--- config.mk ---
export PLATFORM = sky130hd
export DESIGN_NAME = ascii_integer_parser_unit
export DESIGN_NICKNAME = d
export VERILOG_FILES = /design/src/hw/rtl/aip_pkg.sv /design/src/hw/rtl/ascii_integer_parser_unit.sv
export SDC_FILE = /design/constraint.sdc
export NUM_CORES = 1
export LEC_CHECK = 0
export BUFFER_PORTS_ARGS = -buffer_cell sky130_fd_sc_hd__clkbuf_2
export CORE_MARGIN = 2
export CORE_UTILIZATION = 60
export CTS_BUF_LIST = sky130_fd_sc_hd__clkbuf_4
export DETAILED_ROUTE_END_ITERATION = 16
export PLACE_DENSITY = 0.94
export RECOVER_POWER = 25
export SETUP_SLACK_MARGIN = 0.4
export SYNTH_ARGS = -nofsm -noshare
export SYNTH_HDL_FRONTEND = slang
export SYNTH_SLANG_ARGS = --single-unit
export TNS_END_PERCENT = 10
--- constraint.sdc ---
create_clock -name aclk -period 6 [get_ports aclk]
set_input_delay 0.6 -clock aclk [delete_from_list [all_inputs] [get_ports aclk]]
set_output_delay 0.6 -clock aclk [all_outputs]
set_load 0.005 [all_outputs]
--- src/hw/rtl/aip_pkg.sv ---
package aip_pkg;

    // Accumulator width; the result port shows its low 32 bits.
    localparam int unsigned Width      = 32;
    localparam int unsigned ValueBits  = 32;
    localparam int unsigned ExtBits    = 64;
    localparam int unsigned AddrBits   = 3;

    localparam logic [AddrBits-1:0] REG_SIGNED_MODE = 3'd0;

    localparam logic [7:0] CH_ZERO  = 8'h30;  // '0'
    localparam logic [7:0] CH_ONE   = 8'h31;  // '1'
    localparam logic [7:0] CH_NINE  = 8'h39;  // '9'
    localparam logic [7:0] CH_UP_A  = 8'h41;  // 'A'
    localparam logic [7:0] CH_UP_B  = 8'h42;  // 'B'
    localparam logic [7:0] CH_UP_F  = 8'h46;  // 'F'
    localparam logic [7:0] CH_UP_X  = 8'h58;  // 'X'
    localparam logic [7:0] CH_LO_A  = 8'h61;  // 'a'
    localparam logic [7:0] CH_LO_B  = 8'h62;  // 'b'
    localparam logic [7:0] CH_LO_F  = 8'h66;  // 'f'
    localparam logic [7:0] CH_LO_X  = 8'h78;  // 'x'
    localparam logic [7:0] CH_MINUS = 8'h2d;  // '-'
    localparam logic [7:0] CH_PLUS  = 8'h2b;  // '+'

    typedef enum logic [1:0] {
        PH_START = 2'd0,
        PH_SIGN  = 2'd1,
        PH_ZERO  = 2'd2,
        PH_BODY  = 2'd3
    } phase_t;

    typedef enum logic [1:0] {
        RX_DEC = 2'd0,
        RX_BIN = 2'd1,
        RX_HEX = 2'd2
    } radix_t;

    typedef struct packed {
        logic       valid;
        logic [3:0] value;
    } digit_t;

    function automatic digit_t digit_of(input logic [7:0] c, input radix_t rx);
        digit_t d;
        d.valid = 1'b0;
        d.value = 4'd0;
        if (rx == RX_BIN) begin
            if (c == CH_ZERO || c == CH_ONE) begin
                d.valid = 1'b1;
                d.value = {3'b000, c[0]};
            end
        end else if (c >= CH_ZERO && c <= CH_NINE) begin
            d.valid = 1'b1;
            d.value = c[3:0];
        end else if (rx == RX_HEX) begin
            if ((c >= CH_UP_A && c <= CH_UP_F) || (c >= CH_LO_A && c <= CH_LO_F)) begin
                d.valid = 1'b1;
                d.value = 4'(c[2:0] + 3'd1) + 4'd8;  // 'A'/'a' low bits = 1
            end
        end
        return d;
    endfunction

endpackage

--- src/hw/rtl/ascii_integer_parser_unit.sv ---
// ASCII integer parser. Characters stream in on the s_ side, one per transfer,
// with s_tlast on the final one; the transfer carrying s_tlast yields one result
// (value on m_tdata, ok on m_tuser) and no other transfer yields any. Accepted:
// optional '+' or '-', then decimal digits, or 0b/0B binary or 0x/0X hex with at
// least one digit after the prefix. Overflow wraps silently; a minus sign negates
// in two's complement; a lone sign gives 0; on error value is 0 and ok is 0.
// Register signed_mode (byte address 0, reset 1) rejects '-' when cleared; write
// it only while no string is in progress. Throughput is one character per clock:
// each character is decoded and accumulated (shift, or x10 as two shifted adds)
// in the cycle it is accepted, and the result is valid in an output register the
// cycle after the last character's transfer. It can be drained in the same cycle
// as the next string's characters arrive; while a result waits with m_tready low,
// s_tready is held low.
module ascii_integer_parser_unit (
    input  logic                          aclk,
    input  logic                          aresetn,
    // APB configuration
    input  logic                          psel,
    input  logic                          penable,
    input  logic                          pwrite,
    input  logic [aip_pkg::AddrBits-1:0]  paddr,
    input  logic [31:0]                   pwdata,
    output logic [31:0]                   prdata,
    output logic                          pready,
    // character stream
    input  logic                          s_tvalid,
    output logic                          s_tready,
    input  logic [7:0]                    s_tdata,   // [7:0] ch
    input  logic                          s_tlast,
    // result stream
    output logic                          m_tvalid,
    input  logic                          m_tready,
    output logic [31:0]                   m_tdata,   // [31:0] value
    output logic                          m_tuser    // [0] ok
);

    localparam int unsigned W = aip_pkg::Width;

    logic                     signed_mode_reg;
    aip_pkg::phase_t          phase_reg, phase_next;
    aip_pkg::radix_t          radix_reg, radix_next;
    logic                     negative_reg, negative_next;
    logic                     failed_reg, failed_next;
    logic                     dap_reg, dap_next;
    logic [W-1:0]             acc_reg, acc_next;
    logic                     m_valid_reg;
    logic [31:0]              m_data_reg, m_data_next;
    logic                     m_ok_reg, m_ok_next;

    logic                     s_xfer;
    logic                     cfg_write;
    aip_pkg::digit_t          dig;
    aip_pkg::phase_t          eff_phase;
    logic [W-1:0]             res_mag;
    logic [W-1:0]             res_val;
    logic [aip_pkg::ExtBits-1:0] res_ext;

    assign pready    = 1'b1;
    assign cfg_write = psel && penable && pwrite && (paddr[aip_pkg::AddrBits-1:2] == '0);
    assign prdata    = (paddr[aip_pkg::AddrBits-1:2] == '0) ? {31'd0, signed_mode_reg} : 32'd0;

    assign s_tready = !m_valid_reg || m_tready;
    assign s_xfer   = s_tvalid && s_tready;
    assign m_tvalid = m_valid_reg;
    assign m_tdata  = m_data_reg;
    assign m_tuser  = m_ok_reg;

    // Per-character step; a later phase is entered in the same cycle when the
    // character is not consumed by the earlier one.
    always_comb begin
        phase_next    = phase_reg;
        radix_next    = radix_reg;
        negative_next = negative_reg;
        failed_next   = failed_reg;
        dap_next      = dap_reg;
        acc_next      = acc_reg;
        eff_phase     = phase_reg;
        dig           = aip_pkg::digit_of(s_tdata, radix_reg);

        if (!failed_reg) begin
            if (phase_reg == aip_pkg::PH_START) begin
                eff_phase = aip_pkg::PH_SIGN;
                if (s_tdata == aip_pkg::CH_MINUS) begin
                    eff_phase = aip_pkg::PH_START;
                    if (signed_mode_reg) begin
                        negative_next = 1'b1;
                        phase_next    = aip_pkg::PH_SIGN;
                    end else begin
                        failed_next = 1'b1;
                    end
                end else if (s_tdata == aip_pkg::CH_PLUS) begin
                    eff_phase  = aip_pkg::PH_START;
                    phase_next = aip_pkg::PH_SIGN;
                end
            end

            if (eff_phase == aip_pkg::PH_SIGN) begin
                dig = aip_pkg::digit_of(s_tdata, aip_pkg::RX_DEC);
                if (!dig.valid) begin
                    failed_next = 1'b1;
                end else begin
                    acc_next   = W'(dig.value);
                    phase_next = (dig.value == 4'd0) ? aip_pkg::PH_ZERO : aip_pkg::PH_BODY;
                end
            end else if (eff_phase == aip_pkg::PH_ZERO || eff_phase == aip_pkg::PH_BODY) begin
                phase_next = aip_pkg::PH_BODY;
                if (eff_phase == aip_pkg::PH_ZERO &&
                    (s_tdata == aip_pkg::CH_LO_B || s_tdata == aip_pkg::CH_UP_B)) begin
                    radix_next = aip_pkg::RX_BIN;
                end else if (eff_phase == aip_pkg::PH_ZERO &&
                    (s_tdata == aip_pkg::CH_LO_X || s_tdata == aip_pkg::CH_UP_X)) begin
                    radix_next = aip_pkg::RX_HEX;
                end else if (!dig.valid) begin
                    failed_next = 1'b1;
                end else begin
                    dap_next = 1'b1;
                    case (radix_reg)
                        aip_pkg::RX_BIN: acc_next = {acc_reg[W-2:0], dig.value[0]};
                        aip_pkg::RX_HEX: acc_next = {acc_reg[W-5:0], dig.value};
                        default:         acc_next = (acc_reg << 3) + (acc_reg << 1)
                                                    + W'(dig.value);
                    endcase
                end
            end
        end

        m_ok_next   = !failed_next && (radix_next == aip_pkg::RX_DEC || dap_next);
        res_mag     = acc_next;
        res_val     = negative_next ? (~res_mag + W'(1)) : res_mag;
        res_ext     = aip_pkg::ExtBits'(res_val);
        m_data_next = m_ok_next ? res_ext[31:0] : 32'd0;
    end

    always_ff @(posedge aclk) begin
        if (!aresetn) begin
            signed_mode_reg <= 1'b1;
            phase_reg       <= aip_pkg::PH_START;
            radix_reg       <= aip_pkg::RX_DEC;
            negative_reg    <= 1'b0;
            failed_reg      <= 1'b0;
            dap_reg         <= 1'b0;
            acc_reg         <= '0;
            m_valid_reg     <= 1'b0;
        end else begin
            if (cfg_write) begin
                signed_mode_reg <= pwdata[0];
            end
            if (s_xfer && s_tlast) begin
                m_valid_reg <= 1'b1;
            end else if (m_tready) begin
                m_valid_reg <= 1'b0;
            end
            if (s_xfer) begin
                if (s_tlast) begin
                    phase_reg    <= aip_pkg::PH_START;
                    radix_reg    <= aip_pkg::RX_DEC;
                    negative_reg <= 1'b0;
                    failed_reg   <= 1'b0;
                    dap_reg      <= 1'b0;
                    acc_reg      <= '0;
                end else begin
                    phase_reg    <= phase_next;
                    radix_reg    <= radix_next;
                    negative_reg <= negative_next;
                    failed_reg   <= failed_next;
                    dap_reg      <= dap_next;
                    acc_reg      <= acc_next;
                end
            end
        end
    end

    // result payload, no reset needed
    always_ff @(posedge aclk) begin
        if (s_xfer && s_tlast) begin
            m_data_reg <= m_data_next;
            m_ok_reg   <= m_ok_next;
        end
    end

endmodule
==> qor.csv <==
stage,metric,value,unit
setup_path,regToRegSetupSlack,0.81,ns
setup_path,crit_fanout,9,
yosys,synth_cells,1003,
global_routing,grt_antenna_before_repair,0,
placed_design,hpwl,17.5,mm
detailed_routing,routed_wl,23.8,mm
timing,clock_skew,0.0129,ns
layout,synthToLayoutAreaGrowth,6.31,%
power_and_ir_drop,power.leakage,3.41,nW
status,violations,"max-capacitance violations, max-slew violations",
setup_path,crit_required,6.32,ns
yosys,async_flop_share,0,%
detailed_routing,ant_nets,0,
min_path,hp-class,in2reg,
setup_path,r2r_cells,21,
timing,fin_tns_setup,0,ns
power_and_ir_drop,ir_drop,0.000162,V
global_routing,grt_pass1_wl,37.8,mm
timing,hold_viol_final,0,
yosys,synth_area_leaders,"edfxtp_1 (12%), dfxtp_1 (10%), ha_1 (10%)",
timing,fmax,187,MHz
clock_tree,cts_tree,built,
yosys,yosysWarnings,0,
min_path,hold_start,pwdata[0],
yosys,yosys_most_used_dff,dfxtp_1,
timing,period_needed,5.34,ns
clock_tree,hold_buffers,0,
global_routing,grt_pass1_vias,8039,
timing,drv_slew,40,
clock_tree,cts_buffers,9,
global_routing,gr-total-overflow,0,
setup_path,worstSetupStartpointType,primary input,
layout,antenna_cells,0,
clock_tree,cts_setup_buffers,0,
clock_tree,h-tree-depth,3,
die,core_area,13100,um2
detailed_routing,wire_per_inst,19.5,um
die,io_pins,119,
detailed_routing,vias,8604,
layout,drive_above_1_share,12.4,%
global_routing,grt_max_degree,40,
detailed_routing,dr.first_iter.drc_count,1532,
timing,slew_headroom,-1.76,%
min_path,hold_path_depth,3,
power_and_ir_drop,pwr_density_cell,113,nW/um2
die,start_util,60.9,%
run,cap_violations,1,
timing,setup_viol,0,
timing,tightest_slew,1.53,ns
yosys,yosysTopAreaCell,edfxtp_1,
die,dieArea,14200,um2
min_path,hold_path_end,signed_mode_reg$_SDFFE_PN1P_,
yosys,synth_top_area_share,12.4,%
clock_tree,clock_sinks,74,
clock_tree,cts-root-buf,clkbuf_4,
setup_path,r2r_start,radix_reg[0]$_SDFFE_PN0P_,
yosys,ys_ff_latch,74,
die,dieWidth,119,um
yosys,synth_area,7970,um2
setup_path,worstSetupPathType,in2reg,
detailed_routing,drcViolationCount,0,
clock_tree,cts.path.max_buffers,2,
timing,rsz0062_at_grt,true,
yosys,synth_edf_count,33,
global_routing,grt_util_all_layers,32.3,%
setup_path,cp.arrival,5.66,ns
layout,final_util,64.7,%
placed_design,gp_congestion,0.940,
layout,layout.nets,1161,
yosys,syn_area_per_cell,7.94,um2
yosys,synth-seq-area-share,22.7,%
status,outcome,"finished, violations left",
detailed_routing,first_pass_iters,7,
clock_tree,clk_latency,0.45,ns
setup_path,r2r-end,m_tdata[28]$_SDFFCE_PN0P_,
detailed_routing,vias_per_cell,7.03,
yosys,synth_cell_type_count,96,
die,rows,42,
setup_path,cp-end-kind,register,
clock_tree,clk_pin_slew_worst_paths,0.12,ns
placed_design,port_buffers,53,
timing,period_share,89.1,%
timing,hold_slack,0.372,ns
die,die_y,119,um
-- cell usage after synthesis, types with 22 or more instances --
library cell	instances
nor3_1	30
o21ai_0	53
nor2_1	78
a21oi_1	69
dfxtp_1	41
inv_1	22
nand3_1	31
buf_4	34
clkbuf_1	40
edfxtp_1	33
ha_1	65
nor2b_1	26
a22oi_1	31
nand2_1	81
-- stage by stage --
stage	setup slack, ns	std cells	cell area, um2	power (mW)
finish	0.655	1224	8470	0.959
global route	0.379	1224	8470	0.986
CTS	0.485	1224	8460	0.950
detailed placement	0.0575	1208	8350	0.692
global placement	0.171	1208	8350	0.686
floorplan	0.827	1033	8080	0.656
-- placed cells by master, fill, tap and decap left out, drive strengths merged, types with 31 or more instances in the layout --
master,Yosys,final
buf,47,33
nand3,32,32
o21ai,59,59
edfxtp,33,33
dfxtp,41,41
conb,2,32
ha,65,65
a22oi,31,31
a21oi,69,69
nor2,79,79
clkbuf,40,65
nor3,31,31
nand2,81,81
-- timing repair --
action,CTS,global route
setup endpoints to repair,0,17
resized for setup,0,7
endpoints found under the hold margin,0,0
-- how the worst max path moves through the flow --
stage	slack, ns	cells past startpoint	to	startpoint
floorplan	0.83	18	m_tdata[24]$_SDFFCE_PN0P_	s_tdata[1]
global placement	0.17	20	m_tdata[31]$_SDFFCE_PN0P_	s_tdata[0]
detailed placement	0.06	21	m_tdata[31]$_SDFFCE_PN0P_	s_tdata[1]
CTS	0.48	21	m_tdata[31]$_SDFFCE_PN0P_	s_tdata[1]
global route	0.38	20	m_tdata[24]$_SDFFCE_PN0P_	s_tdata[1]
finish	0.66	20	m_tdata[28]$_SDFFCE_PN0P_	s_tdata[0]
-- cell type report --
cell class / count / area (um2)
tap: 176 / 220
sequential: 74 / 1810
clock buffer: 12 / 90.1
multi-input combinational: 849 / 5750
fill: 1053 / 4620
inverter: 23 / 86.3
clock inverter: 4 / 20.0
timing repair buffer: 86 / 493
-- layer usage --
layer  part of all wire, %  global-route usage (%)  vias up  routed length [um]
met2                    49                    55.7      579               11600
met3                   9.0                    6.27      156                2150
met1                    37                    37.4     3997                8760
met4                   5.6                    17.9        0                1330
li1                      -                       -     3872                   -
met5                     0                       0        -                   0
-- kinds of logic after synthesis --
kind of cell               synth area share, %
adders and majority gates                 10.7
and+or+nand+nor                           24.4
buffers and inverters                     6.99
DFF                                       22.7
muxes                                     2.18
AOI/OAI and AO/OA                         30.5
other                                   0.0943
xor gates and xnor gates                  2.42
-- where the power goes --
group | switching [mW] | internal, mW | total [mW]
registers | 0.00742 | 0.535 | 0.542
clock network | 0.177 | 0.0960 | 0.273
logic | 0.0985 | 0.0452 | 0.144
total | 0.283 | 0.676 | 0.959
-- worst max-delay path, cell delays in order --
cell and delay (ns):
clkbuf_2 0.16, inv_1 0.13, ha_1 0.30, nor3b_1 0.29, a41oi_1 0.11, a21oi_2 0.24
nor3_1 0.08, fa_1 0.52, inv_1 0.07, fa_1 0.47, nor2b_2 0.24, o31ai_4 0.12
a211oi_1 0.42, or3_1 0.30, mux2i_1 0.33, o32a_1 0.26, nand4_1 0.19, buf_4 0.21
or4_1 0.52, nand3_1 0.09
Note: power is estimated with default switching activity, not from simulation.
